## config.mk

```make
export PLATFORM = sky130hd
export DESIGN_NAME = scalar_kalman_filter_flat
export DESIGN_NICKNAME = d
export VERILOG_FILES = /design/src/hw/rtl/skf_pkg.sv /design/src/hw/rtl/skf_req_if.sv /design/src/hw/rtl/skf_rsp_if.sv /design/src/hw/rtl/skf_csr.sv /design/src/hw/rtl/skf_div.sv /design/src/hw/rtl/scalar_kalman_filter.sv /design/src/flat_wrapper.sv
export SDC_FILE = /design/constraint.sdc
export NUM_CORES = 2
export LEC_CHECK = 0
export BUFFER_PORTS_ARGS = -buffer_cell sky130_fd_sc_hd__buf_2
export CORE_MARGIN = 3
export CORE_UTILIZATION = 50
export DETAILED_ROUTE_END_ITERATION = 8
export MAX_ROUTING_LAYER = met4
export PLACE_DENSITY_LB_ADDON = 0.08
export SYNTH_ARGS = -nofsm -noshare
export SYNTH_HDL_FRONTEND = slang
export SYNTH_SLANG_ARGS = --single-unit
```

## constraint.sdc

```tcl
create_clock -name clock -period 10.9 [get_ports clock]
set_input_delay 0.545 -clock clock [delete_from_list [all_inputs] [get_ports clock]]
set_output_delay 0.545 -clock clock [all_outputs]
set_load 0.01 [all_outputs]
```

## src/hw/rtl/skf_pkg.sv

```systemverilog
// skf_pkg: widths, reset values, register codes and shared types of the scalar Kalman filter
// no dependencies; used by every other file of the block through scoped names

package skf_pkg;

   localparam int CHANNELS_DEF = 4;
   localparam int CH_W         = 2;
   localparam int SAMPLE_W     = 16;
   localparam int EST_W        = 32;
   localparam int REG_W        = 17;
   localparam int COV_W        = 17;
   localparam int N_W          = 18;
   localparam int D_W          = 19;
   localparam int GAIN_W       = 17;
   localparam int DIFF_W       = 33;
   localparam int FRAC_W       = 16;
   localparam int MUL_W        = 19;
   localparam int PROD_W       = 2 * MUL_W;
   localparam int DIV_STEPS    = GAIN_W;
   localparam int CNT_W        = $clog2(DIV_STEPS);
   localparam int ADDR_W       = 3;
   localparam int DATA_W       = 32;

   localparam logic [COV_W-1:0]  ONE_Q16           = 17'h10000;
   localparam logic [COV_W-1:0]  COV_MAX           = 17'h1FFFF;
   localparam logic [REG_W-1:0]  PROCESS_NOISE_RST = 17'd655;
   localparam logic [REG_W-1:0]  MEASURE_NOISE_RST = 17'd13107;

   localparam logic REG_PROCESS_NOISE = 1'b0;
   localparam logic REG_MEASURE_NOISE = 1'b1;

   localparam logic ACTION_FILTER = 1'b0;
   localparam logic ACTION_INIT   = 1'b1;

   typedef struct packed {
      logic [REG_W-1:0] process_noise;
      logic [REG_W-1:0] measure_noise;
   } cfg_type;

endpackage

```

## src/hw/rtl/skf_req_if.sv

```systemverilog
// skf_req_if: input beat channel of the scalar Kalman filter (valid/ready plus sample payload)
// depends on skf_pkg for field widths

interface skf_req_if;
   logic                             valid;
   logic                             ready;
   logic                             action;
   logic [skf_pkg::CH_W-1:0]         channel;
   logic signed [skf_pkg::SAMPLE_W-1:0] sample;

   modport source (output valid, output action, output channel, output sample, input ready);
   modport sink   (input valid, input action, input channel, input sample, output ready);
endinterface

```

## src/hw/rtl/skf_rsp_if.sv

```systemverilog
// skf_rsp_if: result beat channel of the scalar Kalman filter (valid/ready plus estimate)
// depends on skf_pkg for field widths

interface skf_rsp_if;
   logic                              valid;
   logic                              ready;
   logic [skf_pkg::CH_W-1:0]          channel_out;
   logic signed [skf_pkg::EST_W-1:0]  estimate;

   modport source (output valid, output channel_out, output estimate, input ready);
   modport sink   (input valid, input channel_out, input estimate, output ready);
endinterface

```

## src/hw/rtl/skf_csr.sv

```systemverilog
// skf_csr: apb-style register file holding the process and measurement noise settings
// depends on skf_pkg for register codes, reset values and cfg_type

module skf_csr (
   input  logic                         clock,
   input  logic                         reset,
   input  logic                         csr_psel,
   input  logic                         csr_penable,
   input  logic                         csr_pwrite,
   input  logic [skf_pkg::ADDR_W-1:0]   csr_paddr,
   input  logic [skf_pkg::DATA_W-1:0]   csr_pwdata,
   output logic [skf_pkg::DATA_W-1:0]   csr_prdata,
   output logic                         csr_pready,
   output skf_pkg::cfg_type             cfg
);

   logic [skf_pkg::REG_W-1:0] process_noise_ff, process_noise_in;
   logic [skf_pkg::REG_W-1:0] measure_noise_ff, measure_noise_in;
   logic                      wr_en;
   logic                      reg_sel;

   assign csr_pready = 1'b1;
   assign wr_en      = csr_psel & csr_penable & csr_pwrite;
   assign reg_sel    = csr_paddr[2];

   always_comb begin
      process_noise_in = process_noise_ff;
      measure_noise_in = measure_noise_ff;
      csr_prdata       = '0;
      case (reg_sel)
         skf_pkg::REG_PROCESS_NOISE: begin
            if (wr_en) begin
               process_noise_in = csr_pwdata[skf_pkg::REG_W-1:0];
            end
            csr_prdata = {{(skf_pkg::DATA_W-skf_pkg::REG_W){1'b0}}, process_noise_ff};
         end
         skf_pkg::REG_MEASURE_NOISE: begin
            if (wr_en) begin
               measure_noise_in = csr_pwdata[skf_pkg::REG_W-1:0];
            end
            csr_prdata = {{(skf_pkg::DATA_W-skf_pkg::REG_W){1'b0}}, measure_noise_ff};
         end
         default: begin
            csr_prdata = '0;
         end
      endcase
   end

   always_ff @(posedge clock) begin
      if (reset) begin
         process_noise_ff <= skf_pkg::PROCESS_NOISE_RST;
         measure_noise_ff <= skf_pkg::MEASURE_NOISE_RST;
      end else begin
         process_noise_ff <= process_noise_in;
         measure_noise_ff <= measure_noise_in;
      end
   end

   assign cfg.process_noise = process_noise_ff;
   assign cfg.measure_noise = measure_noise_ff;

endmodule

```

## src/hw/rtl/skf_div.sv

```systemverilog
// skf_div: restoring divider, one quotient bit per cycle, gain = floor(num * 2^16 / den)
// depends on skf_pkg for widths; quotient is zero when den is zero

module skf_div (
   input  logic                         clock,
   input  logic                         reset,
   input  logic                         start,
   input  logic [skf_pkg::N_W-1:0]      num,
   input  logic [skf_pkg::D_W-1:0]      den,
   output logic                         busy,
   output logic                         done,
   output logic [skf_pkg::GAIN_W-1:0]   quot
);

   logic                           busy_ff, busy_in;
   logic                           done_ff, done_in;
   logic [skf_pkg::CNT_W-1:0]      cnt_ff, cnt_in;
   logic [skf_pkg::D_W-1:0]        rem_ff, rem_in;
   logic [skf_pkg::D_W-1:0]        den_ff, den_in;
   logic [skf_pkg::GAIN_W-1:0]     bits_ff, bits_in;
   logic [skf_pkg::GAIN_W-1:0]     quot_ff, quot_in;
   logic [skf_pkg::D_W:0]          trial;
   logic [skf_pkg::D_W:0]          trial_sub;
   logic                           fits;

   always_comb begin
      trial     = {rem_ff, bits_ff[skf_pkg::GAIN_W-1]};
      trial_sub = trial - {1'b0, den_ff};
      fits      = (trial >= {1'b0, den_ff});

      busy_in = busy_ff;
      done_in = 1'b0;
      cnt_in  = cnt_ff;
      rem_in  = rem_ff;
      den_in  = den_ff;
      bits_in = bits_ff;
      quot_in = quot_ff;

      if (start) begin
         // numerator msbs seed the remainder, its lsb is the first bit shifted in
         busy_in = 1'b1;
         cnt_in  = skf_pkg::CNT_W'(skf_pkg::DIV_STEPS - 1);
         rem_in  = {{(skf_pkg::D_W-skf_pkg::N_W+1){1'b0}}, num[skf_pkg::N_W-1:1]};
         bits_in = {num[0], {(skf_pkg::GAIN_W-1){1'b0}}};
         den_in  = den;
         quot_in = '0;
      end else if (busy_ff) begin
         rem_in  = fits ? trial_sub[skf_pkg::D_W-1:0] : trial[skf_pkg::D_W-1:0];
         bits_in = {bits_ff[skf_pkg::GAIN_W-2:0], 1'b0};
         quot_in = {quot_ff[skf_pkg::GAIN_W-2:0], fits};
         cnt_in  = cnt_ff - 1'b1;
         if (cnt_ff == '0) begin
            busy_in = 1'b0;
            done_in = 1'b1;
         end
      end
   end

   always_ff @(posedge clock) begin
      if (reset) begin
         busy_ff <= 1'b0;
         done_ff <= 1'b0;
      end else begin
         busy_ff <= busy_in;
         done_ff <= done_in;
      end
   end

   always_ff @(posedge clock) begin
      cnt_ff  <= cnt_in;
      rem_ff  <= rem_in;
      den_ff  <= den_in;
      bits_ff <= bits_in;
      quot_ff <= quot_in;
   end

   assign busy = busy_ff;
   assign done = done_ff;
   assign quot = (den_ff == '0) ? '0 : quot_ff;

endmodule

```

## src/hw/rtl/scalar_kalman_filter.sv

```systemverilog
// scalar_kalman_filter: per-channel 1-d kalman filter, q16.16 estimate, q1.16 covariance
// filter beat: prep, then the bit-serial divider, then mlo, mhi, mp, fin and done
// init beat or channel out of range: no div; one beat in work at a time, ready only when idle
// a finished result waits in the output register while the next beat is accepted
// reset: synchronous, estimates to 0, covariances to 1.0, noise registers to q 655, r 13107
// depends on skf_pkg, skf_req_if, skf_rsp_if, skf_csr, skf_div

module scalar_kalman_filter #(
   parameter int CHANNELS = skf_pkg::CHANNELS_DEF
) (
   input  logic                         clock,
   input  logic                         reset,
   skf_req_if.sink                      req_port,
   skf_rsp_if.source                    rsp_port,
   input  logic                         csr_psel,
   input  logic                         csr_penable,
   input  logic                         csr_pwrite,
   input  logic [skf_pkg::ADDR_W-1:0]   csr_paddr,
   input  logic [skf_pkg::DATA_W-1:0]   csr_pwdata,
   output logic [skf_pkg::DATA_W-1:0]   csr_prdata,
   output logic                         csr_pready
);

   localparam int IDX_W = (CHANNELS > 1) ? $clog2(CHANNELS) : 1;

   typedef enum logic [7:0] {
      S_IDLE = 8'b0000_0001,
      S_PREP = 8'b0000_0010,
      S_DIV  = 8'b0000_0100,
      S_MLO  = 8'b0000_1000,
      S_MHI  = 8'b0001_0000,
      S_MP   = 8'b0010_0000,
      S_FIN  = 8'b0100_0000,
      S_DONE = 8'b1000_0000
   } state_type;

   skf_pkg::cfg_type cfg;

   state_type                              state_ff, state_in;
   logic                                   action_ff, action_in;
   logic [skf_pkg::CH_W-1:0]               ch_ff, ch_in;
   logic [skf_pkg::SAMPLE_W-1:0]           sample_ff, sample_in;
   logic [skf_pkg::N_W-1:0]                n_ff, n_in;
   logic [skf_pkg::EST_W-1:0]              est_ff, est_in;
   logic [skf_pkg::DIFF_W-1:0]             diff_ff, diff_in;
   logic [skf_pkg::GAIN_W-1:0]             gain_ff, gain_in;
   logic signed [skf_pkg::PROD_W-1:0]      prod_ff, prod_in;
   logic [skf_pkg::FRAC_W-1:0]             acc_ff, acc_in;
   logic [skf_pkg::EST_W-1:0]              res_ff, res_in;
   logic                                   rsp_valid_ff, rsp_valid_in;
   logic [skf_pkg::CH_W-1:0]               rsp_ch_ff, rsp_ch_in;
   logic [skf_pkg::EST_W-1:0]              rsp_est_ff, rsp_est_in;

   logic [skf_pkg::EST_W-1:0]              est_store_ff [CHANNELS];
   logic [skf_pkg::COV_W-1:0]              cov_store_ff [CHANNELS];
   logic                                   st_we;
   logic [skf_pkg::EST_W-1:0]              st_est;
   logic [skf_pkg::COV_W-1:0]              st_cov;

   logic [IDX_W-1:0]                       idx;
   logic                                   in_range;
   logic [skf_pkg::EST_W-1:0]              target;
   logic [skf_pkg::N_W-1:0]                n_calc;
   logic [skf_pkg::D_W-1:0]                d_calc;
   logic                                   div_start;
   logic                                   div_busy;
   logic                                   div_done;
   logic [skf_pkg::GAIN_W-1:0]             div_quot;
   logic signed [skf_pkg::MUL_W-1:0]       mul_a;
   logic signed [skf_pkg::MUL_W-1:0]       mul_b;
   logic signed [skf_pkg::PROD_W-1:0]      mul_p;
   logic [skf_pkg::PROD_W-1:0]             sum;
   logic [skf_pkg::N_W-1:0]                p_full;
   logic [skf_pkg::COV_W-1:0]              p_sat;
   logic                                   req_take;
   logic                                   rsp_free;

   skf_csr u_csr (
      .clock       (clock),
      .reset       (reset),
      .csr_psel    (csr_psel),
      .csr_penable (csr_penable),
      .csr_pwrite  (csr_pwrite),
      .csr_paddr   (csr_paddr),
      .csr_pwdata  (csr_pwdata),
      .csr_prdata  (csr_prdata),
      .csr_pready  (csr_pready),
      .cfg         (cfg)
   );

   skf_div u_div (
      .clock (clock),
      .reset (reset),
      .start (div_start),
      .num   (n_calc),
      .den   (d_calc),
      .busy  (div_busy),
      .done  (div_done),
      .quot  (div_quot)
   );

   assign req_port.ready = (state_ff == S_IDLE);
   assign req_take       = req_port.valid & req_port.ready;
   assign rsp_free       = ~rsp_valid_ff | rsp_port.ready;

   assign idx      = IDX_W'(ch_ff);
   assign in_range = (int'(ch_ff) < CHANNELS);
   assign target   = {sample_ff, {skf_pkg::FRAC_W{1'b0}}};
   assign n_calc   = skf_pkg::N_W'(cov_store_ff[idx]) + skf_pkg::N_W'(cfg.process_noise);
   assign d_calc   = skf_pkg::D_W'(n_calc) + skf_pkg::D_W'(cfg.measure_noise);
   assign div_start = (state_ff == S_PREP) & in_range & (action_ff == skf_pkg::ACTION_FILTER);

   // shared multiplier, operands picked by the sequencer
   always_comb begin
      case (state_ff)
         S_MLO: begin
            mul_a = $signed({2'b00, gain_ff});
            mul_b = $signed({3'b000, diff_ff[skf_pkg::FRAC_W-1:0]});
         end
         S_MHI: begin
            mul_a = $signed({2'b00, gain_ff});
            mul_b = $signed({{2{diff_ff[skf_pkg::DIFF_W-1]}},
                             diff_ff[skf_pkg::DIFF_W-1:skf_pkg::FRAC_W]});
         end
         S_MP: begin
            mul_a = $signed({2'b00, skf_pkg::ONE_Q16 - gain_ff});
            mul_b = $signed({1'b0, n_ff});
         end
         default: begin
            mul_a = '0;
            mul_b = '0;
         end
      endcase
   end

   assign mul_p  = mul_a * mul_b;
   assign sum    = {{(skf_pkg::PROD_W-skf_pkg::EST_W){est_ff[skf_pkg::EST_W-1]}}, est_ff}
                 + prod_ff
                 + {{(skf_pkg::PROD_W-skf_pkg::FRAC_W){1'b0}}, acc_ff};
   assign p_full = prod_ff[skf_pkg::FRAC_W+skf_pkg::N_W-1:skf_pkg::FRAC_W];
   assign p_sat  = (p_full > skf_pkg::N_W'(skf_pkg::COV_MAX))
                 ? skf_pkg::COV_MAX : p_full[skf_pkg::COV_W-1:0];

   always_comb begin
      state_in     = state_ff;
      action_in    = action_ff;
      ch_in        = ch_ff;
      sample_in    = sample_ff;
      n_in         = n_ff;
      est_in       = est_ff;
      diff_in      = diff_ff;
      gain_in      = gain_ff;
      prod_in      = prod_ff;
      acc_in       = acc_ff;
      res_in       = res_ff;
      rsp_valid_in = rsp_valid_ff & ~rsp_port.ready;
      rsp_ch_in    = rsp_ch_ff;
      rsp_est_in   = rsp_est_ff;
      st_we        = 1'b0;
      st_est       = target;
      st_cov       = skf_pkg::ONE_Q16;

      case (state_ff)
         S_IDLE: begin
            if (req_take) begin
               action_in = req_port.action;
               ch_in     = req_port.channel;
               sample_in = req_port.sample;
               state_in  = S_PREP;
            end
         end
         S_PREP: begin
            if (!in_range) begin
               res_in   = '0;
               state_in = S_DONE;
            end else if (action_ff == skf_pkg::ACTION_INIT) begin
               st_we    = 1'b1;
               res_in   = target;
               state_in = S_DONE;
            end else begin
               n_in     = n_calc;
               est_in   = est_store_ff[idx];
               diff_in  = {target[skf_pkg::EST_W-1], target}
                        - {est_store_ff[idx][skf_pkg::EST_W-1], est_store_ff[idx]};
               state_in = S_DIV;
            end
         end
         S_DIV: begin
            if (div_done) begin
               gain_in  = div_quot;
               state_in = S_MLO;
            end
         end
         S_MLO: begin
            prod_in  = mul_p;
            state_in = S_MHI;
         end
         S_MHI: begin
            // gain times the low half is never negative, so its floor is a plain shift
            acc_in   = prod_ff[2*skf_pkg::FRAC_W-1:skf_pkg::FRAC_W];
            prod_in  = mul_p;
            state_in = S_MP;
         end
         S_MP: begin
            est_in   = sum[skf_pkg::EST_W-1:0];
            prod_in  = mul_p;
            state_in = S_FIN;
         end
         S_FIN: begin
            st_we    = 1'b1;
            st_est   = est_ff;
            st_cov   = p_sat;
            res_in   = est_ff;
            state_in = S_DONE;
         end
         S_DONE: begin
            if (rsp_free) begin
               rsp_valid_in = 1'b1;
               rsp_ch_in    = ch_ff;
               rsp_est_in   = res_ff;
               state_in     = S_IDLE;
            end
         end
         default: begin
            state_in = S_IDLE;
         end
      endcase
   end

   always_ff @(posedge clock) begin
      if (reset) begin
         state_ff     <= S_IDLE;
         rsp_valid_ff <= 1'b0;
      end else begin
         state_ff     <= state_in;
         rsp_valid_ff <= rsp_valid_in;
      end
   end

   always_ff @(posedge clock) begin
      action_ff  <= action_in;
      ch_ff      <= ch_in;
      sample_ff  <= sample_in;
      n_ff       <= n_in;
      est_ff     <= est_in;
      diff_ff    <= diff_in;
      gain_ff    <= gain_in;
      prod_ff    <= prod_in;
      acc_ff     <= acc_in;
      res_ff     <= res_in;
      rsp_ch_ff  <= rsp_ch_in;
      rsp_est_ff <= rsp_est_in;
   end

   always_ff @(posedge clock) begin
      if (reset) begin
         for (int i = 0; i < CHANNELS; i++) begin
            est_store_ff[i] <= '0;
            cov_store_ff[i] <= skf_pkg::ONE_Q16;
         end
      end else if (st_we) begin
         est_store_ff[idx] <= st_est;
         cov_store_ff[idx] <= st_cov;
      end
   end

   assign rsp_port.valid       = rsp_valid_ff;
   assign rsp_port.channel_out = rsp_ch_ff;
   assign rsp_port.estimate    = rsp_est_ff;

`ifndef SYNTHESIS
   a_take_starts_prep: assert property (@(posedge clock) disable iff (reset)
      req_take |=> (state_ff == S_PREP))
      else $error("accepted beat did not enter prep");

   a_div_only_in_div: assert property (@(posedge clock) disable iff (reset)
      (div_done || div_busy) |-> (state_ff == S_DIV))
      else $error("divider active outside the divide state");

   a_done_loads_rsp: assert property (@(posedge clock) disable iff (reset)
      (state_ff == S_DONE) && rsp_free |=> rsp_valid_ff && (state_ff == S_IDLE))
      else $error("finished result not moved to the output register");
`endif

endmodule
```

## src/flat_wrapper.sv

```systemverilog
// flat-port wrapper written by rule: the top's interface ports become plain ports
module scalar_kalman_filter_flat 
#(
   parameter int CHANNELS = skf_pkg::CHANNELS_DEF
)
  (clock, reset, csr_psel, csr_penable, csr_pwrite, csr_paddr, csr_pwdata, csr_prdata, csr_pready, req_port_valid, req_port_action, req_port_channel, req_port_sample, req_port_ready, rsp_port_valid, rsp_port_channel_out, rsp_port_estimate, rsp_port_ready);
  skf_req_if req_port_i ();
  skf_rsp_if rsp_port_i ();
  input  logic clock;
  input  logic reset;
  input  logic csr_psel;
  input  logic csr_penable;
  input  logic csr_pwrite;
  input  logic [skf_pkg::ADDR_W-1:0] csr_paddr;
  input  logic [skf_pkg::DATA_W-1:0] csr_pwdata;
  output logic [skf_pkg::DATA_W-1:0] csr_prdata;
  output logic csr_pready;
  input wire logic [$bits(req_port_i.valid)-1:0] req_port_valid;
  input wire logic [$bits(req_port_i.action)-1:0] req_port_action;
  input wire logic [$bits(req_port_i.channel)-1:0] req_port_channel;
  input wire logic [$bits(req_port_i.sample)-1:0] req_port_sample;
  output wire logic [$bits(req_port_i.ready)-1:0] req_port_ready;
  output wire logic [$bits(rsp_port_i.valid)-1:0] rsp_port_valid;
  output wire logic [$bits(rsp_port_i.channel_out)-1:0] rsp_port_channel_out;
  output wire logic [$bits(rsp_port_i.estimate)-1:0] rsp_port_estimate;
  input wire logic [$bits(rsp_port_i.ready)-1:0] rsp_port_ready;
  assign req_port_i.valid = req_port_valid;
  assign req_port_i.action = req_port_action;
  assign req_port_i.channel = req_port_channel;
  assign req_port_i.sample = req_port_sample;
  assign req_port_ready = req_port_i.ready;
  assign rsp_port_valid = rsp_port_i.valid;
  assign rsp_port_channel_out = rsp_port_i.channel_out;
  assign rsp_port_estimate = rsp_port_i.estimate;
  assign rsp_port_i.ready = rsp_port_ready;
  scalar_kalman_filter #(.CHANNELS(CHANNELS)) u_core (.clock(clock), .reset(reset), .req_port(req_port_i), .rsp_port(rsp_port_i), .csr_psel(csr_psel), .csr_penable(csr_penable), .csr_pwrite(csr_pwrite), .csr_paddr(csr_paddr), .csr_pwdata(csr_pwdata), .csr_prdata(csr_prdata), .csr_pready(csr_pready));
endmodule
```

==> out/results.tsv <==
stage	metric	value	unit
yosys	synth_common_cells	494 x inv_1, 468 x edfxtp_1, 434 x nor2_1	
timing	fmax	0.104	GHz
route	drt_iter0_markers	1836	
global_route	antenna_found_initial	0	
finish	area_growth	9.57	%
placed_design	portBuffers	96	
yosys	synth-simple-area-share	0.129	
global_route	grtUsageTotal	0.274	
route	totalWireLength	102000	um
clock_network	cts_tree	built	
clock_network	clock-root-buffer	clkbuf_16	
timing	clock_skew	55.3	ps
floorplanning	fp.dieH	281	um
finish	ff_latch_area	0.0155	mm^2
yosys	yosysSeqAreaShare	0.410	
timing	rsz0062_at_grt	no	
yosys	synth_top_area_cell	edfxtp_1	
yosys	ys_seq_elements	539	
floorplanning	initial_core_util	0.506	
finish	layout.nets	4165	
placed_design	place.gp.congestion	0.931	
timing	setup_ws	1330	ps
critical_path	endpoint_kind	flop	
critical_path	start_kind	flop	
critical_path	critical_path_class	flop to flop	
yosys	synth-main-ff-cell	edfxtp_1	
finish	multi_input_comb_area	0.0199	mm^2
route	vias_per_cell	5.61	
timing	setup_tns	0	ps
yosys	synth.most_common_cell	inv_1	
clock_network	clock-sinks	539	
yosys	netlist_area	0.0377	mm^2
floorplanning	die_w	281	um
timing	whs	83.9	ps
timing	slew_headroom	0.136	
floorplanning	rows	100	
critical_path	arrival	9930	ps
timing	finalCritPeriodShare	0.878	
yosys	synthTopCellsByArea	edfxtp_1 37%, fa_1 17%, ha_1 6.7%	
finish	drive_above_1_share	0.0957	
finish	fin_cells	4595	
yosys	synthXorXnorAreaFrac	0.0328	
min_path	min-delay-path-class	input pin to flop	
route	wire_per_inst	22.3	um
clock_network	ctsResizeCount	0	
route	routed-via-count	25800	
clock_network	clk_latency	630	ps
critical_path	crit_slowest_cell	a22o_1	
placed_design	place_inst	4485	
yosys	synthCells	3508	
floorplanning	ios	130	
yosys	async_flop_share	0	
yosys	synthAdderAreaFrac	0.240	
timing	final_hold_viol_count	0	
clock_network	htree_levels	2	
yosys	synth_top_family_by_area	adder cells	
timing	setup_viol	0	
yosys	synth_edf_count	468	
clock_network	clkSlewWorstSetupHoldPaths	60	ps
clock_network	cts-buffers-inserted	58	
yosys	yosysWarningCount	0	
global_route	grt_max_degree	64	
power_and_ir_drop	total_power	6.71	mW
route	antenna_left	0	
critical_path	cp_slowest_stage_delay	760	ps
critical_path	crit_path_max_fanout	18	
critical_path	cp_top_family	adder cells	
clock_network	post_cts.repair.setup_buffers	0	
power_and_ir_drop	p_per_area	162	mW/mm^2
finish	final_util	0.554	
route	firstDrtPassIters	6	
finish	final_area	0.0413	mm^2
global_route	grt_pass1_vias	26700	
critical_path	cp_common_cell	fa_1	
global_route	grt_first_pass_wirelength	158000	um
power_and_ir_drop	leakagePower	17.3	nW
yosys	synthMuxAreaShare	0.0489	
critical_path	cp.required	11260	ps
placed_design	dp_slack	1310	ps
clock_network	clock_path_buffers	3	
clock_network	ctsHoldBuffers	0	
floorplanning	die_area	0.0787	mm^2
placed_design	place_area	0.0392	mm^2
run_status	status	finished, final reports clean	
global_route	grt-ovfl-total	0	
yosys	ys_types	78	
critical_path	critPathBufInv	4	
yosys	avgSynthCellArea	10.7	um^2
finish	fill_cells	6527	
timing	fin_crit	9570	ps
job	drv_cap	0	
floorplanning	core	0.0746	mm^2
power_and_ir_drop	ir_worst_vdd	0.000142	V
timing	slew_violations	0	
route	drc	0	
placed_design	place_hpwl	76100	um
timing	tightestPinTransition	1290	ps
yosys	synth-compound-area-share	0.0732	
yosys	synth.top_cell.area_share	0.373	
-- layout make-up --
cell class              instances  area share
well taps                     969      0.0293
clock inverters                42      0.0132
diodes                          1   0.0000606
repair buffers                138      0.0193
clock buffers                  67      0.0367
inverters                     495      0.0450
flip-flops and latches        539       0.375
multi-input cells            2344       0.482
-- sequential cells by signal, indices dropped and copies added (netlist names), 5 cells and up, named ones only --
register	cells
u_core.est_store_ff	128
u_core.cov_store_ff	68
u_core.prod_ff	34
u_core.diff_ff	33
u_core.est_ff	32
u_core.res_ff	32
u_core.rsp_port.estimate	32
u_core.u_div.den_ff	19
u_core.u_div.rem_ff	19
u_core.n_ff	18
u_core.gain_ff	17
u_core.u_csr.measure_noise_ff	17
u_core.u_csr.process_noise_ff	17
u_core.u_div.quot_ff	17
u_core.acc_ff	16
u_core.sample_ff	16
u_core.state_ff	8
u_core.u_div.cnt_ff	5
-- power breakdown --
group | total, mW | switching, mW | internal [mW]
sequential | 2.62 | 0.126 | 2.49
combinational | 1.97 | 1.18 | 0.785
clock | 2.12 | 0.841 | 1.28
total | 6.71 | 2.15 | 4.56
-- final timing paths --
| kind | slack, ps | cells past startpoint | startpoint | to |
|---|---|---|---|---|
| setup / recovery | 1330 | 27 | u_core.gain_ff[0]$_SDFFCE_PN0P_ | u_core.prod_ff[32]$_DFFE_PN_ |
| hold / removal | 80 | 1 | req_port_sample[6] | u_core.sample_ff[6]$_DFFE_PP_ |
| setup reg to reg | 1330 | 27 | u_core.gain_ff[0]$_SDFFCE_PN0P_ | u_core.prod_ff[32]$_DFFE_PN_ |
| hold reg to reg | 420 | 0 | u_core.res_ff[16]$_DFFE_PP_ | u_core.rsp_port.estimate[16]$_DFFE_PP_ |
-- metal layers --
layer / routed length, um / share of wire / global-route usage / vias up
met2: 49100 / 0.48 / 0.440 / 791
met3: 5880 / 0.057 / 0.0370 / 205
met4: 3700 / 0.036 / 0.0867 / 0
li1: - / - / - / 11800
met5: 0 / 0 / - / -
met1: 43700 / 0.43 / 0.365 / 13000
-- cells in the final DEF (no fill, tap or decap), drive strengths merged, types with 71 or more instances in the layout --
master,netlist,routed
a21oi,124,124
buf,42,138
dfxtp,71,71
edfxtp,468,468
fa,326,326
ha,202,202
inv,494,496
nand2,387,387
nor2,434,434
o21ai,125,125
xnor2,99,99
-- kinds of logic (layout without fill, tap and decap cells) --
| logic type | count (synthesis) | in the layout |
|---|---|---|
| and+or+nand+nor | 1101 | 1101 |
| buffers and inverters | 639 | 742 |
| DFF | 539 | 539 |
| adders and majority gates | 528 | 528 |
| AOI/OAI and AO/OA | 439 | 439 |
| xor gates and xnor gates | 141 | 141 |
| muxes | 119 | 119 |
| other | 2 | 17 |
Power figures use the tool's default switching activity.
